File: config.mk
export PLATFORM = sky130hd
export DESIGN_NAME = bpr_cfg
export DESIGN_NICKNAME = d
export VERILOG_FILES = /design/src/rtl/core/bpr_pkg.sv /design/src/rtl/core/bpr_cfg.sv
export SDC_FILE = /design/constraint.sdc
export NUM_CORES = 1
export LEC_CHECK = 0
export CAP_MARGIN = 10
export CORE_MARGIN = 3
export CORE_UTILIZATION = 36
export CTS_CLUSTER_DIAMETER = 60
export CTS_CLUSTER_SIZE = 40
export DETAILED_ROUTE_END_ITERATION = 12
export DONT_BUFFER_PORTS = 1
export PLACE_DENSITY = 0.49
export SLEW_MARGIN = 5
export SYNTH_ARGS = -nofsm -noshare
export SYNTH_HDL_FRONTEND = slang
export SYNTH_SLANG_ARGS = --single-unit
File: constraint.sdc
create_clock -name i_clk -period 14.7 [get_ports i_clk]
set_clock_uncertainty 0.05 [all_clocks]
set_input_delay 2.205 -clock i_clk [delete_from_list [all_inputs] [get_ports i_clk]]
set_output_delay 2.205 -clock i_clk [all_outputs]
set_load 0.01 [all_outputs]
File: src/rtl/core/bpr_pkg.sv
// shared types, constants and helpers for the bmp pixel to rgb565 unit
`timescale 1ns / 1ps

package bpr_pkg;

    // default sizes
    localparam int PALETTE_BITS_DEF = 8;
    localparam int MAX_WIDTH_DEF    = 4096;

    // register port
    localparam int APB_DATA_W = 32;
    localparam int APB_ADDR_W = 4;
    localparam int REG_IDX_W  = 2;

    localparam logic [REG_IDX_W-1:0] REG_DEPTH_MODE  = 2'd0;
    localparam logic [REG_IDX_W-1:0] REG_ALREADY_565 = 2'd1;
    localparam logic [REG_IDX_W-1:0] REG_IMAGE_WIDTH = 2'd2;
    localparam logic [REG_IDX_W-1:0] REG_SHOWN_WIDTH = 2'd3;

    localparam int CFG_WIDTH_W = 13;

    // register reset values
    localparam logic [2:0]             DEPTH_MODE_RST  = 3'd4;
    localparam logic                   ALREADY_565_RST = 1'b0;
    localparam logic [CFG_WIDTH_W-1:0] IMAGE_WIDTH_RST = 13'd320;
    localparam logic [CFG_WIDTH_W-1:0] SHOWN_WIDTH_RST = 13'd320;

    // pixel depth, modes above 16bpp all behave as 24bpp
    typedef enum logic [2:0] {
        DEPTH_1  = 3'd0,
        DEPTH_4  = 3'd1,
        DEPTH_8  = 3'd2,
        DEPTH_16 = 3'd3,
        DEPTH_24 = 3'd4
    } t_depth;

    typedef struct packed {
        t_depth depth;
        logic   is565;
    } t_mode;

    // one word handed from the byte decoder to the pixel serializer
    typedef struct packed {
        logic        is_write;   // palette entry write, no pixels
        logic [7:0]  addr;
        logic [15:0] wdata;
        logic        is_pal;     // pixels come from the palette
        t_depth      depth;
        logic [7:0]  data;       // raw byte holding palette indexes
        logic [15:0] color;      // direct color for 16/24bpp
        logic [2:0]  last_k;     // index of the final pixel slot
        logic        row_end;    // final slot closes the shown row
    } t_grp;

    function automatic t_depth f_depth(input logic [2:0] raw);
        t_depth d;
        case (raw)
            3'd0: d = DEPTH_1;
            3'd1: d = DEPTH_4;
            3'd2: d = DEPTH_8;
            3'd3: d = DEPTH_16;
            default: d = DEPTH_24;
        endcase
        return d;
    endfunction

    // blue low byte, green middle, red high
    function automatic logic [15:0] f_bgr_to_565(input logic [23:0] p);
        return {p[23:19], p[15:10], p[7:3]};
    endfunction

endpackage

File: src/rtl/core/bpr_cfg.sv
// register file with derived row geometry
`timescale 1ns / 1ps

module bpr_cfg import bpr_pkg::*; #(
    parameter int MAX_WIDTH = MAX_WIDTH_DEF,
    parameter int COL_W     = 13,
    parameter int ROWB_W    = 14
) (
    input  logic                  i_clk,
    input  logic                  i_rst_n,
    input  logic                  psel,
    input  logic                  penable,
    input  logic                  pwrite,
    input  logic [APB_ADDR_W-1:0] paddr,
    input  logic [APB_DATA_W-1:0] pwdata,
    output logic [APB_DATA_W-1:0] prdata,
    output logic                  pready,
    output t_mode                 o_mode,
    output logic [COL_W-1:0]      o_iw,
    output logic [COL_W-1:0]      o_shown,
    output logic [ROWB_W-1:0]     o_data_bytes,
    output logic [ROWB_W-1:0]     o_row_size,
    output logic                  o_restart
);

    localparam int WIDE_W = (ROWB_W + 5 > 14) ? ROWB_W + 5 : 14;

    function automatic logic [COL_W-1:0] f_eff_width(input logic [CFG_WIDTH_W-1:0] raw);
        logic [COL_W-1:0] w;
        if (raw == '0) begin
            w = COL_W'(1);
        end else if (WIDE_W'(raw) > WIDE_W'(MAX_WIDTH)) begin
            w = COL_W'(MAX_WIDTH);
        end else begin
            w = COL_W'(raw);
        end
        return w;
    endfunction

    function automatic logic [COL_W-1:0] f_shown(input logic [CFG_WIDTH_W-1:0] raw,
                                                 input logic [COL_W-1:0] iw);
        return (WIDE_W'(raw) < WIDE_W'(iw)) ? COL_W'(raw) : iw;
    endfunction

    // ceil(width * bpp / 8)
    function automatic logic [ROWB_W-1:0] f_data_bytes(input t_depth d,
                                                       input logic [COL_W-1:0] iw);
        logic [WIDE_W-1:0] w;
        logic [WIDE_W-1:0] bits;
        w = WIDE_W'(iw);
        case (d)
            DEPTH_1:  bits = w;
            DEPTH_4:  bits = w << 2;
            DEPTH_8:  bits = w << 3;
            DEPTH_16: bits = w << 4;
            default:  bits = (w << 4) + (w << 3);
        endcase
        return ROWB_W'((bits + WIDE_W'(7)) >> 3);
    endfunction

    // padded to four bytes
    function automatic logic [ROWB_W-1:0] f_row_size(input logic [ROWB_W-1:0] db);
        return (db + ROWB_W'(3)) & ~ROWB_W'(3);
    endfunction

    logic [2:0]             r_depth_raw, n_depth_raw;
    logic                   r_is565, n_is565;
    logic [CFG_WIDTH_W-1:0] r_iw_raw, n_iw_raw;
    logic [CFG_WIDTH_W-1:0] r_sw_raw, n_sw_raw;
    t_depth                 r_depth, n_depth;
    logic [COL_W-1:0]       r_iw, n_iw;
    logic [COL_W-1:0]       r_shown, n_shown;
    logic [ROWB_W-1:0]      r_db, n_db;
    logic [ROWB_W-1:0]      r_rs, n_rs;
    logic                   wr;

    assign wr = psel && penable && pwrite;

    always_comb begin
        n_depth_raw = r_depth_raw;
        n_is565     = r_is565;
        n_iw_raw    = r_iw_raw;
        n_sw_raw    = r_sw_raw;
        if (wr) begin
            case (paddr[3:2])
                REG_DEPTH_MODE:  n_depth_raw = pwdata[2:0];
                REG_ALREADY_565: n_is565     = pwdata[0];
                REG_IMAGE_WIDTH: n_iw_raw    = pwdata[CFG_WIDTH_W-1:0];
                REG_SHOWN_WIDTH: n_sw_raw    = pwdata[CFG_WIDTH_W-1:0];
                default: begin
                end
            endcase
        end
        n_depth = f_depth(n_depth_raw);
        n_iw    = f_eff_width(n_iw_raw);
        n_shown = f_shown(n_sw_raw, n_iw);
        n_db    = f_data_bytes(n_depth, n_iw);
        n_rs    = f_row_size(n_db);
    end

    always_ff @(posedge i_clk) begin
        if (!i_rst_n) begin
            r_depth_raw <= DEPTH_MODE_RST;
            r_is565     <= ALREADY_565_RST;
            r_iw_raw    <= IMAGE_WIDTH_RST;
            r_sw_raw    <= SHOWN_WIDTH_RST;
            r_depth     <= f_depth(DEPTH_MODE_RST);
            r_iw        <= f_eff_width(IMAGE_WIDTH_RST);
            r_shown     <= f_shown(SHOWN_WIDTH_RST, f_eff_width(IMAGE_WIDTH_RST));
            r_db        <= f_data_bytes(f_depth(DEPTH_MODE_RST),
                                        f_eff_width(IMAGE_WIDTH_RST));
            r_rs        <= f_row_size(f_data_bytes(f_depth(DEPTH_MODE_RST),
                                                   f_eff_width(IMAGE_WIDTH_RST)));
        end else begin
            r_depth_raw <= n_depth_raw;
            r_is565     <= n_is565;
            r_iw_raw    <= n_iw_raw;
            r_sw_raw    <= n_sw_raw;
            r_depth     <= n_depth;
            r_iw        <= n_iw;
            r_shown     <= n_shown;
            r_db        <= n_db;
            r_rs        <= n_rs;
        end
    end

    always_comb begin
        case (paddr[3:2])
            REG_DEPTH_MODE:  prdata = APB_DATA_W'(r_depth_raw);
            REG_ALREADY_565: prdata = APB_DATA_W'(r_is565);
            REG_IMAGE_WIDTH: prdata = APB_DATA_W'(r_iw_raw);
            REG_SHOWN_WIDTH: prdata = APB_DATA_W'(r_sw_raw);
            default:         prdata = '0;
        endcase
    end

    assign pready       = 1'b1;
    assign o_mode       = '{depth: r_depth, is565: r_is565};
    assign o_iw         = r_iw;
    assign o_shown      = r_shown;
    assign o_data_bytes = r_db;
    assign o_row_size   = r_rs;
    // every register write restarts the row
    assign o_restart    = wr;

endmodule

======== Word level (Yosys, flattened, before mapping) ========
Cells that the tools add are included.
cells by class
  add/sub/neg operators ................... 3
  order comparisons ....................... 2
  equal/unequal tests ..................... 9
  mux-type cells .......................... 12
  reduce and logical (&&, ||, !) cells .... 7
operators with widths
  kind                                                              count
  32-bit case mux with 4 select lines                               1
  13-bit two-way mux                                                7
  17-bit case mux with 4 select lines                               1
  17-bit by 16-bit adder with 17-bit output                         1
  17-bit by 3-bit adder with 17-bit output (second input constant)  1
  14-bit by 2-bit adder with 14-bit output (second input constant)  1
  13-bit > comparator (second input constant)                       1
  13-bit logical NOT                                                1
  13-bit < comparator                                               1
  3-bit by 2-bit == test with 1-bit output (second input constant)  4
  3-bit case mux with 4 select lines                                1
  3-bit by 1-bit == test with 1-bit output (second input constant)  2
  3-bit logical NOT                                                 2
  3-bit two-way mux                                                 2
  2-bit == test (second input constant)                             2
  2-bit by 1-bit == test with 1-bit output (second input constant)  1
  1-bit logical AND                                                 2
  2-bit logical NOT                                                 1
  2-bit AND reduction                                               1
storage, ports and cells
  flip-flop bits (word level) ............. 87
  bits of input ports ..................... 41
  output and inout bits ................... 92
  logic and storage cells ................. 43

======== Longest topological paths before layout ========
  word-level depth ........................ 10
  gate-level depth with buffers ........... 19
  depth with buffers taken out ............ 16

======== Least setup slack after synthesis ========
No wires, ideal clock.
  kind .................................... input-to-reg
  from .................................... input port paddr[2]
  to ...................................... register r_rs[12] (netlist: o_row_size[12])
  setup time .............................. 0.071 ns
  data arrival time ....................... 6.214 ns
  data required time ...................... 14.579 ns
  path slack .............................. 8.365 ns
  stages .................................. 19
  buffers on the path ..................... 3
  cell sequence ........................... buf_6 > and4b_1 > buf_2 > a21boi_1 > mux2i_1 > o21a_1 > buf_1 > nand2b_1 > inv_1 > ha_1 > a21o_1 > a41oi_1 > and3_1 > nor3b_1 > o32ai_1 > nand4_1 > or3b_1 > or4_1 > a21oi_1
on the way
  cells in the longest elaborated chain, start to end .. 10
  elaborated cells between the ends (all ways) .. 23
  those cells by class .................... add/sub: 3; order compare: 1; eq/ne: 7; mux: 8; reduce/logical: 4
ends and longest elaborated chain
  item                                          line            text
  start: declaration                            bpr_cfg.sv:14   input logic [APB_ADDR_W-1:0] paddr,
  2-bit == test (*)                             bpr_cfg.sv:85   case (paddr[3:2])
  13-bit two-way mux (*)                        bpr_cfg.sv:85
  13-bit two-way mux (*)                        bpr_cfg.sv:84   if (wr) begin
  13-bit > comparator                           bpr_cfg.sv:32   end else if (WIDE_W'(raw) > WIDE_W'(MAX_WIDTH)) begin
  13-bit two-way mux                            bpr_cfg.sv:32
  13-bit two-way mux (*)                        bpr_cfg.sv:30   if (raw == '0) begin
  named net n_iw[2]                             bpr_cfg.sv:71   logic [COL_W-1:0] r_iw, n_iw;
  17-bit by 16-bit adder with 17-bit output     bpr_cfg.sv:56   default: bits = (w << 4) + (w << 3);
  17-bit case mux with 4 select lines (*)       bpr_cfg.sv:51   case (d)
  17-bit by 3-bit adder with 17-bit output (*)  bpr_cfg.sv:58   return ROWB_W'((bits + WIDE_W'(7)) >> 3);
  14-bit by 2-bit adder with 14-bit output (*)  bpr_cfg.sv:63   return (db + ROWB_W'(3)) & ~ROWB_W'(3);
  end signal: assignment                        bpr_cfg.sv:112  r_rs <= f_row_size(f_data_bytes(f_depth(DEPTH_MODE_RST),
  end signal: assignment                        bpr_cfg.sv:123  r_rs <= n_rs;
  end: declaration                              bpr_cfg.sv:74   logic [ROWB_W-1:0] r_rs, n_rs;
Mark *: on every way through the listed nets, which the timed path passes. The rest lies on a longest branch.
A chain may end at the register's enable or synchronous reset.

======== Worst setup path in the final report ========
Ends and elaborated chain as after synthesis.

==> flow_summary.yaml <==
timing:
  rsz0062_at_grt: "false"
  setup-tns-final_ps: 0
  min_period_ps: 7088
  tightest_slew_ps: 1058
  slew_headroom_pct: 29.46
  post-route-period-util_pct: 48.22
  hold_violations: 0
  setup_viol: 0
  final.setup.worst_slack_ps: 7612
  hold_slack_ps: 527.6
  fmaxAchievable_ghz: 0.1411
  slew_violations: 0
synthesis:
  synth_ff_type: "dfxtp_1"
  synth_top_family_by_area: "simple AND/OR/NAND/NOR gates"
  synth_fa_ha_area_share_pct: 6.253
  synth_edf_count: 0
  synth_top_cell_by_area: "dfxtp_1"
  yosys.area_share.simple_pct: 21.30
  ys_seq_area_share_pct: 32.83
  avgSynthCellArea_sq_um: 8.580
  synthMuxAreaShare_pct: 9.575
  ys_warn_count: 0
  ys_types: 68
  ys_ff_latch: 84
  synthXorXnorAreaFrac_pct: 3.249
  synth_compound_area_share_pct: 18.51
  synthMostInstantiatedCell: "dfxtp_1"
  netlist_area_sq_mm: 0.005122
  yosysTopAreaCellShare_pct: 32.83
  synth_common_cells: "84 x dfxtp_1, 67 x nor2_1, 36 x nand2_1"
  netlist_instances: 597
  async_reset_ff_share_pct: 0
  synth_area_leaders: "dfxtp_1 33%, ha_1 5.9%, nor2_1 4.9%, mux2_2 4.8%, mux2i_1 4.3%"
routing:
  drc_errors: 0
  postRouteAntennaNets: 0
  vias: 4423
  wl_per_cell_um: 21.02
  vias_per_cell: 5.820
  finalWirelength_um: 15970
  first_pass_iters: 5
  drt_iter0_drc: 363
clock_tree:
  cts-hold-fix-buffers: 0
  cts_setup_buffers: 0
  htree_levels: 3
  cts_buffer_depth: 2
  clock-sinks: 84
  clk_pin_slew_ps: 60
  ctsResizeCount: 0
  clock-root-buffer: "clkbuf_16"
  cts_tree: "yes"
  numCtsBuffers: 9
  insertion_delay_ps: 350
final_layout:
  layout-drive-gt1-share_pct: 9.418
  antenna_cells: 0
  nNetsFinal: 645
  design_area_sq_mm: 0.005439
  areaGrowthSynthToFinish_pct: 6.180
power_and_ir_drop:
  power_density_mw_per_mm2: 98.79
  finalPower_uw: 537.3
  ir_drop_v: 0.00005106
  p_leak_nw: 2.379
placement:
  post-place-ws_ps: 7390
  dp_hpwl_um: 12120
  placed_area_sq_mm: 0.005132
  place_congestion: 0.9502
  io_buffer_count: 0
min_path:
  hold_class: "register to register"
grt:
  grt_pass1_wl_um: 24810
  grt_max_degree: 34
  antenna_found_initial: 0
  grt_pass1_vias: 4255
  grt.overflow.total: 0
  grt_use_total_pct: 19.95
floorplanning:
  core_area_sq_mm: 0.01356
  die_w_um: 125.3
  die-area_sq_mm: 0.01570
  dieHeight_um: 125.3
  io_pins: 133
  start_util_pct: 37.78
  row_count: 42
worst_setup_path:
  worstPathRequired_ps: 14920
  setup.worst_path.class: "primary input to register"
  cp.arrival_ps: 7310
  end_kind: "register"
  critPathLaunchType: "primary input"
  crit_fanout: 20
outcome:
  outcome: "finished, final reports clean"
run:
  maxCapViolCount: 0
## state kept, by name (all words and copies together) (netlist names)
| signal | flops |
|---|---|
| o_data_bytes | 14 |
| o_shown | 13 |
| r_iw_raw | 13 |
| r_sw_raw | 13 |
| o_iw | 12 |
| o_row_size | 12 |
| r_depth | 3 |
| r_depth_raw | 3 |
| r_is565 | 1 |
## kinds of logic after synthesis
kind of cell | after synthesis
adder cells (fa/ha/maj) | 25
multiplexers | 45
buffers and inverters | 78
AO/OA/AOI/OAI | 129
XOR/XNOR | 19
flip-flops | 84
other | 2
AND/OR/NAND/NOR | 215
## final cells by class
class / instances / area, sq um
Fill cell: 1394 / 8119
Multi-Input combinational cell: 455 / 3107
Sequential cell: 84 / 1682
Clock buffer: 9 / 225.2
Tap cell: 176 / 220.2
Inverter: 25 / 93.84
Clock inverter: 7 / 81.33
Timing Repair Buffer: 4 / 30.03
## final timing paths
path / start / endpoint / slack (ps) / depth (start not counted)
max: paddr[2] / o_row_size[12] / 7610 / 16
min: r_depth_raw[1] / r_depth_raw[1] / 530 / 2
max reg2reg: r_iw_raw[8] / o_row_size[12] / 9400 / 16
min reg2reg: r_depth_raw[1] / r_depth_raw[1] / 530 / 2
## per-stage QoR
step | instances | utilization, %
after global routing | 760 | 40.12
after global placement | 744 | 37.86
final | 760 | 40.12
after CTS | 760 | 40.12
after floorplan | 617 | -
after detailed placement | 744 | 37.86
## worst max-delay path: stages
cell,delay [ps]
and4b_1,730
a21boi_1,190
mux2i_1,220
o21a_1,540
nand2b_1,220
inv_1,180
ha_1,250
a21o_1,210
a41oi_1,260
and3_1,250
nor3b_1,80
o32ai_1,510
nand4_1,370
or3b_1,480
or4_1,470
a21oi_1,140
## metal layers
layer,share of wire (%),track usage (%)
met5,0,0
met3,6.5,4.307
met1,47,27.54
met4,1.9,7.079
met2,45,30.84
## power breakdown
| group | switching [mW] | internal [mW] | total [mW] |
|---|---|---|---|
| Sequential | 0.00566 | 0.234 | 0.239 |
| Combinational | 0.0391 | 0.0237 | 0.0629 |
| Clock | 0.100 | 0.135 | 0.235 |
## cell usage in the layout (no fill, tap or decap), types with 4 or more instances in the layout
master / netlist / routed
nor3_1: 13 / 13
nor4_1: 8 / 8
mux2_2: 22 / 22
nand2b_1: 8 / 8
dfxtp_1: 84 / 84
a2111oi_0: 5 / 5
o21ai_0: 21 / 21
o211ai_1: 6 / 6
clkbuf_16: 0 / 9
xnor2_1: 11 / 11
nor2_1: 67 / 67
and2_1: 22 / 22
mux2i_1: 22 / 22
a21oi_1: 22 / 22
nand3_1: 21 / 21
ha_1: 24 / 24
xor2_1: 8 / 8
nor3b_1: 4 / 4
nand4_1: 6 / 6
a22oi_1: 21 / 21
o21a_1: 8 / 8
inv_1: 25 / 25
nand2_1: 36 / 36
a21o_1: 6 / 6
or4_1: 4 / 4
o22ai_1: 8 / 8
buf_4: 24 / 4
and3_1: 11 / 11
conb_1: 2 / 22
Power figures use the tool's default switching activity.
