## src/rtl/core/bpr_pkg.sv

```systemverilog
// shared types, constants and helpers for the bmp pixel to rgb565 unit
`timescale 1ns / 1ps

package bpr_pkg;

    // default sizes
    localparam int PALETTE_BITS_DEF = 8;
    localparam int MAX_WIDTH_DEF    = 4096;

    // register port
    localparam int APB_DATA_W = 32;
    localparam int APB_ADDR_W = 4;
    localparam int REG_IDX_W  = 2;

    localparam logic [REG_IDX_W-1:0] REG_DEPTH_MODE  = 2'd0;
    localparam logic [REG_IDX_W-1:0] REG_ALREADY_565 = 2'd1;
    localparam logic [REG_IDX_W-1:0] REG_IMAGE_WIDTH = 2'd2;
    localparam logic [REG_IDX_W-1:0] REG_SHOWN_WIDTH = 2'd3;

    localparam int CFG_WIDTH_W = 13;

    // register reset values
    localparam logic [2:0]             DEPTH_MODE_RST  = 3'd4;
    localparam logic                   ALREADY_565_RST = 1'b0;
    localparam logic [CFG_WIDTH_W-1:0] IMAGE_WIDTH_RST = 13'd320;
    localparam logic [CFG_WIDTH_W-1:0] SHOWN_WIDTH_RST = 13'd320;

    // pixel depth, modes above 16bpp all behave as 24bpp
    typedef enum logic [2:0] {
        DEPTH_1  = 3'd0,
        DEPTH_4  = 3'd1,
        DEPTH_8  = 3'd2,
        DEPTH_16 = 3'd3,
        DEPTH_24 = 3'd4
    } t_depth;

    typedef struct packed {
        t_depth depth;
        logic   is565;
    } t_mode;

    // one word handed from the byte decoder to the pixel serializer
    typedef struct packed {
        logic        is_write;   // palette entry write, no pixels
        logic [7:0]  addr;
        logic [15:0] wdata;
        logic        is_pal;     // pixels come from the palette
        t_depth      depth;
        logic [7:0]  data;       // raw byte holding palette indexes
        logic [15:0] color;      // direct color for 16/24bpp
        logic [2:0]  last_k;     // index of the final pixel slot
        logic        row_end;    // final slot closes the shown row
    } t_grp;

    function automatic t_depth f_depth(input logic [2:0] raw);
        t_depth d;
        case (raw)
            3'd0: d = DEPTH_1;
            3'd1: d = DEPTH_4;
            3'd2: d = DEPTH_8;
            3'd3: d = DEPTH_16;
            default: d = DEPTH_24;
        endcase
        return d;
    endfunction

    // blue low byte, green middle, red high
    function automatic logic [15:0] f_bgr_to_565(input logic [23:0] p);
        return {p[23:19], p[15:10], p[7:3]};
    endfunction

endpackage

```

## src/rtl/core/bpr_if.sv

```systemverilog
// input and output channel interfaces of the bmp pixel to rgb565 unit
`timescale 1ns / 1ps

interface bpr_in_if;
    logic        valid;
    logic        ready;
    logic        action;
    logic [7:0]  palette_index;
    logic [23:0] palette_word;
    logic [7:0]  data_byte;

    modport source(output valid, output action, output palette_index,
                   output palette_word, output data_byte, input ready);
    modport sink(input valid, input action, input palette_index,
                 input palette_word, input data_byte, output ready);
endinterface


```

## src/rtl/core/bpr_decode.sv

```systemverilog
// byte decoder: row position, byte assembly and the pixel word register
`timescale 1ns / 1ps

module bpr_decode import bpr_pkg::*; #(
    parameter int COL_W  = 13,
    parameter int ROWB_W = 14
) (
    input  logic              i_clk,
    input  logic              i_rst_n,
    bpr_in_if.sink            in_w,
    input  t_mode             i_mode,
    input  logic [COL_W-1:0]  i_iw,
    input  logic [COL_W-1:0]  i_shown,
    input  logic [ROWB_W-1:0] i_data_bytes,
    input  logic [ROWB_W-1:0] i_row_size,
    input  logic              i_restart,
    output t_grp              o_grp,
    output logic              o_grp_valid,
    input  logic              i_grp_done
);

    logic [COL_W-1:0]  r_col, n_col;
    logic [ROWB_W-1:0] r_cnt, n_cnt;
    logic [1:0]        r_phase, n_phase;
    logic [15:0]       r_held, n_held;
    logic              r_gv;
    t_grp              r_grp, n_grp;

    logic              take;
    logic              in_data;
    logic              is_pal;
    logic [3:0]        per_byte;
    logic [COL_W-1:0]  per_ext;
    logic [COL_W-1:0]  avail;
    logic [COL_W-1:0]  left;
    logic [COL_W-1:0]  cons;
    logic [COL_W-1:0]  emit;
    logic [15:0]       color;
    logic              grp_load;

    assign in_w.ready = !r_gv || i_grp_done;
    assign take       = in_w.valid && in_w.ready;
    assign in_data    = r_cnt < i_data_bytes;
    assign is_pal     = (i_mode.depth == DEPTH_1) || (i_mode.depth == DEPTH_4)
                        || (i_mode.depth == DEPTH_8);

    always_comb begin
        // pixels finished by this byte
        case (i_mode.depth)
            DEPTH_1:  per_byte = 4'd8;
            DEPTH_4:  per_byte = 4'd2;
            DEPTH_8:  per_byte = 4'd1;
            DEPTH_16: per_byte = (r_phase == 2'd1) ? 4'd1 : 4'd0;
            default:  per_byte = (r_phase == 2'd2) ? 4'd1 : 4'd0;
        endcase
        if (!in_data) begin
            per_byte = 4'd0;
        end
        per_ext = COL_W'(per_byte);
        avail   = i_iw - r_col;
        left    = (i_shown > r_col) ? i_shown - r_col : '0;
        cons    = (avail < per_ext) ? avail : per_ext;
        emit    = (left < per_ext) ? left : per_ext;

        if (i_mode.depth == DEPTH_16) begin
            if (i_mode.is565) begin
                color = {in_w.data_byte, r_held[7:0]};
            end else begin
                // 555 widened, top bit dropped
                color = {in_w.data_byte[6:0], r_held[7:5], 1'b0, r_held[4:0]};
            end
        end else begin
            color = {in_w.data_byte[7:3], r_held[15:10], r_held[7:3]};
        end

        n_grp.is_write = !in_w.action;
        n_grp.addr     = in_w.palette_index;
        n_grp.wdata    = f_bgr_to_565(in_w.palette_word);
        n_grp.is_pal   = is_pal;
        n_grp.depth    = i_mode.depth;
        n_grp.data     = in_w.data_byte;
        n_grp.color    = color;
        n_grp.last_k   = 3'(emit - COL_W'(1));
        n_grp.row_end  = (emit != '0) && (left <= per_ext);

        grp_load = take && (!in_w.action || (emit != '0));

        n_col   = r_col;
        n_cnt   = r_cnt;
        n_phase = r_phase;
        n_held  = r_held;
        if (take && in_w.action) begin
            n_col = r_col + cons;
            if (in_data && !is_pal) begin
                case (r_phase)
                    2'd0: begin
                        n_held  = {8'h00, in_w.data_byte};
                        n_phase = 2'd1;
                    end
                    2'd1: begin
                        if (i_mode.depth == DEPTH_16) begin
                            n_held  = '0;
                            n_phase = 2'd0;
                        end else begin
                            n_held  = {in_w.data_byte, r_held[7:0]};
                            n_phase = 2'd2;
                        end
                    end
                    default: begin
                        n_held  = '0;
                        n_phase = 2'd0;
                    end
                endcase
            end
            n_cnt = r_cnt + ROWB_W'(1);
            if (n_cnt >= i_row_size) begin
                n_col   = '0;
                n_cnt   = '0;
                n_phase = 2'd0;
                n_held  = '0;
            end
        end
        if (i_restart) begin
            n_col   = '0;
            n_cnt   = '0;
            n_phase = 2'd0;
            n_held  = '0;
        end
    end

    always_ff @(posedge i_clk) begin
        if (!i_rst_n) begin
            r_col   <= '0;
            r_cnt   <= '0;
            r_phase <= 2'd0;
            r_held  <= '0;
            r_gv    <= 1'b0;
        end else begin
            r_col   <= n_col;
            r_cnt   <= n_cnt;
            r_phase <= n_phase;
            r_held  <= n_held;
            if (in_w.ready) begin
                r_gv <= grp_load;
            end
        end
    end

    always_ff @(posedge i_clk) begin
        if (grp_load) begin
            r_grp <= n_grp;
        end
    end

    assign o_grp       = r_grp;
    assign o_grp_valid = r_gv;

endmodule

```

## src/flat_wrapper.sv

```systemverilog
// flat-port wrapper written by rule: the top's interface ports become plain ports
module bpr_decode_flat import bpr_pkg::*;
#(
    parameter int COL_W  = 13,
    parameter int ROWB_W = 14
)
  (i_clk, i_rst_n, i_mode, i_iw, i_shown, i_data_bytes, i_row_size, i_restart, o_grp, o_grp_valid, i_grp_done, in_w_valid, in_w_action, in_w_palette_index, in_w_palette_word, in_w_data_byte, in_w_ready);
  bpr_in_if in_w_i ();
  input  logic i_clk;
  input  logic i_rst_n;
  input  t_mode i_mode;
  input  logic [COL_W-1:0] i_iw;
  input  logic [COL_W-1:0] i_shown;
  input  logic [ROWB_W-1:0] i_data_bytes;
  input  logic [ROWB_W-1:0] i_row_size;
  input  logic i_restart;
  output t_grp o_grp;
  output logic o_grp_valid;
  input  logic i_grp_done;
  input wire logic [$bits(in_w_i.valid)-1:0] in_w_valid;
  input wire logic [$bits(in_w_i.action)-1:0] in_w_action;
  input wire logic [$bits(in_w_i.palette_index)-1:0] in_w_palette_index;
  input wire logic [$bits(in_w_i.palette_word)-1:0] in_w_palette_word;
  input wire logic [$bits(in_w_i.data_byte)-1:0] in_w_data_byte;
  output wire logic [$bits(in_w_i.ready)-1:0] in_w_ready;
  assign in_w_i.valid = in_w_valid;
  assign in_w_i.action = in_w_action;
  assign in_w_i.palette_index = in_w_palette_index;
  assign in_w_i.palette_word = in_w_palette_word;
  assign in_w_i.data_byte = in_w_data_byte;
  assign in_w_ready = in_w_i.ready;
  bpr_decode #(.COL_W(COL_W), .ROWB_W(ROWB_W)) u_core (.i_clk(i_clk), .i_rst_n(i_rst_n), .in_w(in_w_i), .i_mode(i_mode), .i_iw(i_iw), .i_shown(i_shown), .i_data_bytes(i_data_bytes), .i_row_size(i_row_size), .i_restart(i_restart), .o_grp(o_grp), .o_grp_valid(o_grp_valid), .i_grp_done(i_grp_done));
endmodule
```

## config.mk

```make
export PLATFORM = sky130hd
export DESIGN_NAME = bpr_decode_flat
export DESIGN_NICKNAME = d
export VERILOG_FILES = /design/src/rtl/core/bpr_pkg.sv /design/src/rtl/core/bpr_if.sv /design/src/rtl/core/bpr_decode.sv /design/src/flat_wrapper.sv
export SDC_FILE = /design/constraint.sdc
export NUM_CORES = 1
export LEC_CHECK = 0
export ABC_AREA = 1
export ABC_CLOCK_PERIOD_IN_PS = 5500
export BUFFER_PORTS_ARGS = -buffer_cell sky130_fd_sc_hd__buf_4
export CAP_MARGIN = 20
export CORE_MARGIN = 1.5
export CORE_UTILIZATION = 55
export DETAILED_ROUTE_END_ITERATION = 10
export GPL_TIMING_DRIVEN = 0
export PLACE_DENSITY = 0.81
export SLEW_MARGIN = 25
export SYNTH_ARGS = -nofsm -noshare
export SYNTH_HDL_FRONTEND = slang
export SYNTH_SLANG_ARGS = --single-unit
```

## constraint.sdc

```tcl
create_clock -name i_clk -period 5.5 [get_ports i_clk]
set_input_delay 0.275 -clock i_clk [delete_from_list [all_inputs] [get_ports i_clk]]
set_output_delay 0.275 -clock i_clk [all_outputs]
set_load 0.1 [all_outputs]
```

Word level (Yosys, flattened, before mapping)
Cells that the tools add are included.

Register bits: 103. Input bits: 104. Output and inout port bits: 59. Word-level logic and storage cells: 71.

Add/subtract/negate cells: 5. Order comparisons: 6. Eq/ne operators: 6. Mux-type cells: 19. Bitwise operators: 1. Reduce and logical (&&, ||, !) cells: 19.

Operators with widths (count): $mux 16 (5); $mux 13 (4); $pmux 16 s2 (1); $lt 13x4->1 (2); $sub 13x13->13 (2); $pmux 4 s4 (1); $add 14x1->14 const B (1); $ge 14x14->1 (1); $lt 14x14->1 (1); $mux 14 (1); $add 13x13->13 (1); $gt 13x13->1 (1); $le 13x4->1 (1); $reduce_bool 13->1 (1); $eq 3x2->1 const B (2); $mux 2 (3); $logic_and 1x1->1 (5); $logic_or 1x1->1 (4); $mux 4 (1); $pmux 2 s2 (1); $eq 3x1->1 const B (1); $logic_not 1->1 (3); $logic_not 3->1 (1); $ne 3x3->1 const B (1); other kinds (10) (11).

Depth between registers and ports, before layout
Gate-level depths: netlist of run 1.

Depth in word-level cells: 9. Gate-level depth with buffers: 35. Depth with buffers taken out: 35.

Least setup slack after synthesis of run 1
No wires, ideal clock.

Path kind: flip-flop to flip-flop. From: reg u_core.r_col[8]. To: reg u_core.r_grp, in the netlist u_core.o_grp[0], enable pin. Setup time: 411 ps. Arrival: 3869 ps. Required time: 5089 ps. Slack: 1219 ps. Cell stages (with the launch flop): 26. Path buffers: 0. Cell sequence: dfxtp_1 > inv_1 > ha_1 > nand2_1 > inv_1 > nand2_1 > nand2_1 > a21oi_1 > nand2_4 > nand2_4 > nor2_1 > ha_1 > nand2_1 > inv_1 > nand2_1 > nand2_1 > nor2_2 > nand2_4 > nand2_1 > o21ai_0 > ha_1 > inv_1 > a21oi_4 > nand3_2 > nand2_2 > inv_1.

Cells in the longest elaborated chain, start to end: 7. Elaborated cells between the ends (all ways): 8. Those cells by class: add/sub (1); order compare (2); mux (2); reduce/logical (3).

RTL lines: start: declaration (line bpr_decode.sv:22) `logic [COL_W-1:0] r_col, n_col;`; start signal: assignment (line bpr_decode.sv:139) `r_col <= n_col;`; $sub 13x13->13 or $gt 13x13->1 (tied branches) (line bpr_decode.sv:61) `left = (i_shown > r_col) ? i_shown - r_col : '0;`; $mux 13 * (line bpr_decode.sv:61); $lt 13x4->1 (line bpr_decode.sv:63) `emit = (left < per_ext) ? left : per_ext;`; $mux 13 * (line bpr_decode.sv:63); $reduce_bool 13->1 * (line bpr_decode.sv:86) `grp_load = take && (!in_w.action || (emit != '0));`; $logic_or 1x1->1 * (line bpr_decode.sv:86); $logic_and 1x1->1 * (line bpr_decode.sv:86); named net u_core.grp_load (line bpr_decode.sv:39) `logic grp_load;`; end signal: assignment (line bpr_decode.sv:151) `r_grp <= n_grp;`; end: declaration (line bpr_decode.sv:27) `t_grp r_grp, n_grp;`.

The timed path passes the listed nets; every way through them passes the cells marked *. A chain may end at the register's enable or synchronous reset.

Worst setup path after layout of run 1
From: reg u_core.r_cnt[5]. To: reg u_core.r_col[12].

Cells in the longest elaborated chain, start to end: 6. Elaborated cells between the ends (all ways): 8. Those cells by class: add/sub (2); order compare (3); mux (3).

RTL lines: start: declaration (line bpr_decode.sv:23) `logic [ROWB_W-1:0] r_cnt, n_cnt;`; start signal: assignment (line bpr_decode.sv:140) `r_cnt <= n_cnt;`; $lt 14x14->1 (line bpr_decode.sv:43) `assign in_data = r_cnt < i_data_bytes;`; $mux 4 (line bpr_decode.sv:56) `if (!in_data) begin`; $lt 13x4->1 (line bpr_decode.sv:62) `cons = (avail < per_ext) ? avail : per_ext;`; $mux 13 (line bpr_decode.sv:62); $add 13x13->13 (line bpr_decode.sv:93) `n_col = r_col + cons;`; $mux 13 * (line bpr_decode.sv:116) `if (n_cnt >= i_row_size) begin`.

Mark *: on every way between the ends. The rest lies on a longest branch, timed or not.

==> results of run 1 <==
worst register-to-register path: cells and delay by family, from the launching register on:
family                     cells  cell delay [ps]
buffers and inverters          5              340
AOI/OAI and AO/OA              8             1410
and+or+nand+nor               13             1470
DFF                            1              430
adders and majority gates      4             1110
logic make-up after synthesis:
group           count (synthesis)  synth area share
simple gates                  414             0.261
buf+inv                       161            0.0874
fa+ha+maj                      75             0.138
xor+xnor                       27            0.0340
flops                         101             0.373
other cells                     1          0.000539
compound gates                135             0.107
timing repair:
action | 4_1_cts | 5_1_grt
setup endpoints to repair | 0 | 1
endpoints found under the hold margin | 0 | 0
gates resized for setup | 0 | 2
layer usage:
layer | up-vias | part of all wire
met5 | - | 0
met4 | 0 | 0.019
met3 | 20 | 0.072
met2 | 194 | 0.48
met1 | 2939 | 0.43
li1 | 3330 | -
where the power goes:
part | internal, mW | switching (mW) | leakage [nW] | total [mW]
Combinational | 0.173 | 0.444 | 3.15 | 0.617
Clock | 0.317 | 0.297 | 0.143 | 0.614
Sequential | 0.841 | 0.0129 | 0.902 | 0.854
Total | 1.33 | 0.755 | 4.19 | 2.09
sequential cells by signal, indices dropped and copies added (netlist names):
name and cells:
u_core.r_held 14, u_core.r_cnt 14, u_core.o_grp_valid 1, u_core.r_col 13
u_core.r_phase 2, u_core.o_grp 57
cells in the mapped netlist, types with 2 or more instances:
| master | number | share of area |
|---|---|---|
| fa_1 | 3 | 0.0086 |
| nand2_2 | 7 | 0.0063 |
| nor2_1 | 58 | 0.031 |
| xor2_1 | 20 | 0.025 |
| nand2_1 | 251 | 0.14 |
| a21oi_1 | 89 | 0.064 |
| edfxtp_1 | 57 | 0.25 |
| inv_1 | 148 | 0.080 |
| nor2_2 | 3 | 0.0027 |
| dfxtp_1 | 44 | 0.13 |
| o211ai_1 | 3 | 0.0032 |
| clkbuf_1 | 8 | 0.0043 |
| o21ai_0 | 28 | 0.020 |
| nand4_1 | 15 | 0.013 |
| nand2_4 | 3 | 0.0049 |
| nor2_4 | 3 | 0.0049 |
| or2_2 | 5 | 0.0045 |
| ha_1 | 72 | 0.13 |
| nand3_1 | 46 | 0.033 |
| nor3_1 | 8 | 0.0058 |
| o21bai_1 | 3 | 0.0032 |
| a211oi_1 | 2 | 0.0022 |
| nand3b_1 | 6 | 0.0065 |
| xnor2_1 | 7 | 0.0088 |
| nor3_2 | 3 | 0.0043 |
| buf_2 | 3 | 0.0022 |
| nand3_2 | 4 | 0.0058 |
cell type report:
cell class,instances,share of cell area
flip-flops and latches,101,0.300
repair buffers,154,0.134
clock inverters,7,0.00767
inverters,150,0.0654
well taps,168,0.0243
plain buffers,11,0.00521
multi-input cells,659,0.438
clock buffers,9,0.0260
worst max path at each step:
stage                       endpoint            start  slack [ps]
floorplan            u_core.o_grp[0]  u_core.r_col[8]        1220
global placement    u_core.o_grp[20]  i_data_bytes[1]         400
detailed placement  u_core.r_col[12]  i_data_bytes[1]         590
CTS                 u_core.r_col[12]  u_core.r_cnt[5]         530
global route        u_core.r_col[12]  u_core.r_cnt[5]          40
finish              u_core.r_col[12]  u_core.r_cnt[5]         670
placed cells by master (no fill, tap or decap), drive strengths merged:
cell type and instances:
o211a 1, nor2 64, xnor2 7, edfxtp 57
ha 72, nand4 15, nor3 11, o21ai 28
inv 152, o21bai 4, nand3 50, clkinv 5
xor2 20, buf 157, a211oi 2, clkbuf 17
o211ai 3, conb 8, or2 5, nor4 1
a31oi 1, o21a 1, a311oi 1, o221a 1
o221ai 1, nand2 261, and2 1, nand3b 6
a21oi 91, fa 3, a21boi 1, dfxtp 44
==> results_dict.tcl, run 1 <==
set metrics [dict create \
    clock-sinks 101 \
    num_rows 40 \
    synth-async-reset-ratio 0 \
    design_area_um2 8650 \
    clock_tree.root_cell "clkbuf_16" \
    r2r-end "u_core.r_col[12]" \
    hold_viol 0 \
    min_delay_path_depth 1 \
    crit_family "simple AND/OR/NAND/NOR gates" \
    cp_num_buf_inv 5 \
    layout-drive-gt1-share 0.191 \
    critPathMaxStageDelay_ps 430 \
    path_max_fanout 5 \
    min_period_over_period 0.878 \
    drcViolationCount 0 \
    chipHeight_um 115 \
    worstPathRequired_ps 5770 \
    vias 6483 \
    grt_pass1_vias 5841 \
    synth.distinct_cells 42 \
    htreeDepth 3 \
    place_ws_ps 587 \
    synth_warnings 0 \
    min_from "in_w_palette_word[5]" \
    die_area_um2 13300 \
    grt_max_degree 58 \
    clkTransAtPathRegs_ps 80 \
    power_density_nw_per_um2 241 \
    dpl_cell_area_um2 8350 \
    regArea_um2 2590 \
    ant_nets 0 \
    cts_made_buffers 9 \
    cts_tree "built" \
    timing.hold.ws_ps 95.3 \
    max_freq_mhz 207 \
    synth-seq-cells 101 \
    slowest_stage "dfxtp_1" \
    critPathKind "register to register" \
    port_buffers 154 \
    routed_via_density 5.15 \
    grt-busiest-layer "met2" \
    route.detailed.wl_per_inst_um 13.1 \
    finalCriticalPeriod_ps 4830 \
    grt_usage 0.253 \
    slew_viol_final 0 \
    antenna_found_initial 0 \
    finalWeightedCongestion 0.909 \
    antenna_cells 0 \
    met3_usage 0.0450 \
    clock_latency_ps 350 \
    initial_core_util 0.572 \
    drt_iter0_markers 483 \
    r2r_cells 30 \
    hold_class "primary input to register" \
    wl_um 16500 \
    synth-edff-count 57 \
    reg2reg_from "u_core.r_cnt[5]" \
    cp-start-kind "register" \
    instances_no_fill 1259 \
    status "completed" \
    syn_avg_cell_area_um2 7.61 \
    final_util 0.711 \
    cp-end-kind "register" \
    clockBufferDepth 2 \
    grtUsageMet1 0.330 \
    p_leak_nw 4.19 \
    dp_hpwl_um 13400 \
    multiInputGateArea_um2 3790 \
    timing.final.ws_setup_ps 674 \
    worstSetupPathDepth 30 \
    p_total_mw 2.09 \
    grt_pass1_wl_um 26800 \
    area_growth_pct 24.3 \
    worstPathArrival_ps 5090 \
    globalRouteMet2Util 0.430 \
    core_um2 12200 \
    drv_cap 0 \
    syn-cell-area_um2 6960 \
    n_fill_cell 1020 \
    synthFlopType "edfxtp_1" \
    post_cts_buffers 0 \
    grt_setup_unrepaired "no" \
    dpl.cell_count 1243 \
    synth_seq_area_share 0.373 \
    cts_hold_buf 0 \
    reg2reg_slack_ps 670 \
    worst_pin_slew_ps 670 \
    overflow 0 \
    die_x_um 115 \
    crit_path_frequent_cell "nand2_1" \
    io_pins 163 \
    holdPathEnd "u_core.o_grp[34]" \
    vdd_drop_max_uv 178 \
    fin_nets 1265 \
    fin_skew_ps 7.82 \
    dr.pass1.iters 5 \
    fin_setup_tns_ps 0 \
    setup_viol 0 \
    postSynthCellCount 914 \
    relSlewSlack 0.553 \
]
Power figures use the tool's default switching activity.
==> run 2, diff against run 1 <==
PLACE_DENSITY = 0.86   (was 0.81)
==> run 2 against run 1 <==
  * Clock skew about the same
  * Critical endpoint unchanged
  * Non-clock buffer count unchanged
  * Hold slack improved by 2.0 ps
  * Register-to-register slack got worse by 50 ps
  * Sequential power about the same
  * Clock power increased by 4.7%
  * Largest cell class unchanged
  * Die area unchanged
==> results_dict.tcl, run 2 (synthesized netlist as in run 1, its figures left out) <==
set metrics [dict create \
    path_max_fanout 5 \
    min_delay_path_depth 1 \
    globalRouteMet2Util 0.452 \
    n_fill_cell 988 \
    cts_made_buffers 9 \
    design_area_um2 8660 \
    slew_viol_final 0 \
    clockBufferDepth 2 \
    largest_reg_flops 57 \
    layout-drive-gt1-share 0.192 \
    crit_path_end "u_core.r_col[12]" \
    slowest_stage "dfxtp_1" \
    dr.pass1.iters 7 \
    max_freq_mhz 205 \
    vdd_drop_max_uv 160 \
    finalWeightedCongestion 0.951 \
    overflow 0 \
    worstPathArrival_ps 5140 \
    grt_pass1_wl_um 27200 \
    finalCriticalPeriod_ps 4880 \
    grt_usage 0.256 \
    hold_viol 0 \
    die_x_um 115 \
    power_density_nw_per_um2 244 \
    vias 6524 \
    r2r_cells 30 \
    ant_nets 0 \
    cp-end-kind "register" \
    drt_iter0_markers 366 \
    core_um2 12200 \
    p_leak_nw 4.20 \
    fin_nets 1265 \
    initial_core_util 0.572 \
    dpl_cell_area_um2 8350 \
    cts_hold_buf 0 \
    clock-sinks 101 \
    fin_skew_ps 8.15 \
    min_period_over_period 0.887 \
    num_rows 40 \
    cts_tree "built" \
    fin_setup_tns_ps 0 \
    reg2reg_from "u_core.r_cnt[5]" \
    wl_um 16900 \
    r2r-end "u_core.r_col[12]" \
    area_growth_pct 24.6 \
    chipHeight_um 115 \
    clkTransAtPathRegs_ps 80 \
    clock_latency_ps 350 \
    post_cts_buffers 0 \
    grt_max_degree 58 \
    cp-start-kind "register" \
    layout_commonest_cell "nand2_1" \
    io_pins 163 \
    antenna_cells 0 \
    routed_via_density 5.18 \
    clock_tree.root_cell "clkbuf_16" \
    drcViolationCount 0 \
    die_area_um2 13300 \
    instances_no_fill 1259 \
    grt-busiest-layer "met2" \
    relSlewSlack 0.556 \
    cts_resized 0 \
    hold_class "primary input to register" \
    antenna_found_initial 0 \
    route.detailed.wl_per_inst_um 13.4 \
    port_buffers 154 \
    status "completed" \
    crit_path_frequent_cell "nand2_1" \
    dpl.cell_count 1243 \
    grtUsageMet1 0.324 \
    setup_viol 0 \
    dp_hpwl_um 13600 \
    grt_setup_unrepaired "no" \
    critPathMaxStageDelay_ps 420 \
    worstPathRequired_ps 5760 \
    startpoint "u_core.r_cnt[5]" \
    met3_usage 0.0455 \
    drv_cap 0 \
    htreeDepth 3 \
    final_cell_mix "nand2_1, buf_4, inv_1" \
    worst_pin_slew_ps 666 \
    grt_pass1_vias 5939 \
    reg2reg_slack_ps 620 \
    critPathKind "register to register" \
]
-- run 2: cell types whose count changed in the layout (fill, tap and decap cells not counted) --
cell / before / now
clkinv_1: 2 / 1
inv_12: 0 / 1
clkinv_4: 2 / 1
inv_8: 1 / 2
-- run 2: area by class of cell --
cell class                      instances  area, um2  area share
Timing Repair Buffer                  154       1160       0.133
Multi-Input combinational cell        659       3790       0.437
Tap cell                              168        210      0.0243
Clock buffer                            9        225      0.0260
Clock inverter                          7       81.3     0.00939
Buffer                                 11       45.0     0.00520
Inverter                              150        566      0.0653
Sequential cell                       101       2590       0.299
-- run 2: power by group --
part           leakage [nW]  total (mW)  internal (mW)  switching [mW]
clock                 0.150       0.643          0.328           0.315
sequential            0.902       0.853          0.841          0.0120
combinational          3.15       0.620          0.173           0.447
-- run 2: layer usage --
layer,part of all wire,up-vias
li1,-,3327
met1,0.44,2963
met2,0.48,206
met3,0.065,28
met4,0.020,0
met5,0,-
-- run 2: worst max-delay path: cells and delay by family, from the launching register on --
kind                       cells  cell delay, ps
AOI/OAI and AO/OA              8            1460
and+or+nand+nor               13            1440
adders and majority gates      4            1110
DFF                            1             420
buffers and inverters          5             340
-- run 2: worst min path at each step --
stage / startpoint / endpoint / slack (ps)
6_report: in_w_palette_word[21] / u_core.o_grp[45] / 100
3_3_place_gp: u_core.r_held[1] / u_core.r_held[1] / 450
3_5_place_dp: u_core.r_held[2] / u_core.r_held[2] / 450
5_1_grt: in_w_palette_index[0] / u_core.o_grp[48] / 90
4_1_cts: in_w_palette_index[1] / u_core.o_grp[49] / 90
2_1_floorplan: in_w_data_byte[0] / u_core.o_grp[20] / 370
-- run 2: through the flow --
step / worst slack [ps] / util / hold slack, ps / power, mW
after floorplan: 1220 / - / 374 / 1.32
after global placement: 392 / 0.687 / 450 / 1.47
after detailed placement: 531 / 0.687 / 454 / 1.49
after CTS: 448 / 0.712 / 91.6 / 2.12
after global routing: 23.0 / 0.712 / 85.1 / 2.20
final: 622 / 0.712 / 97.3 / 2.12
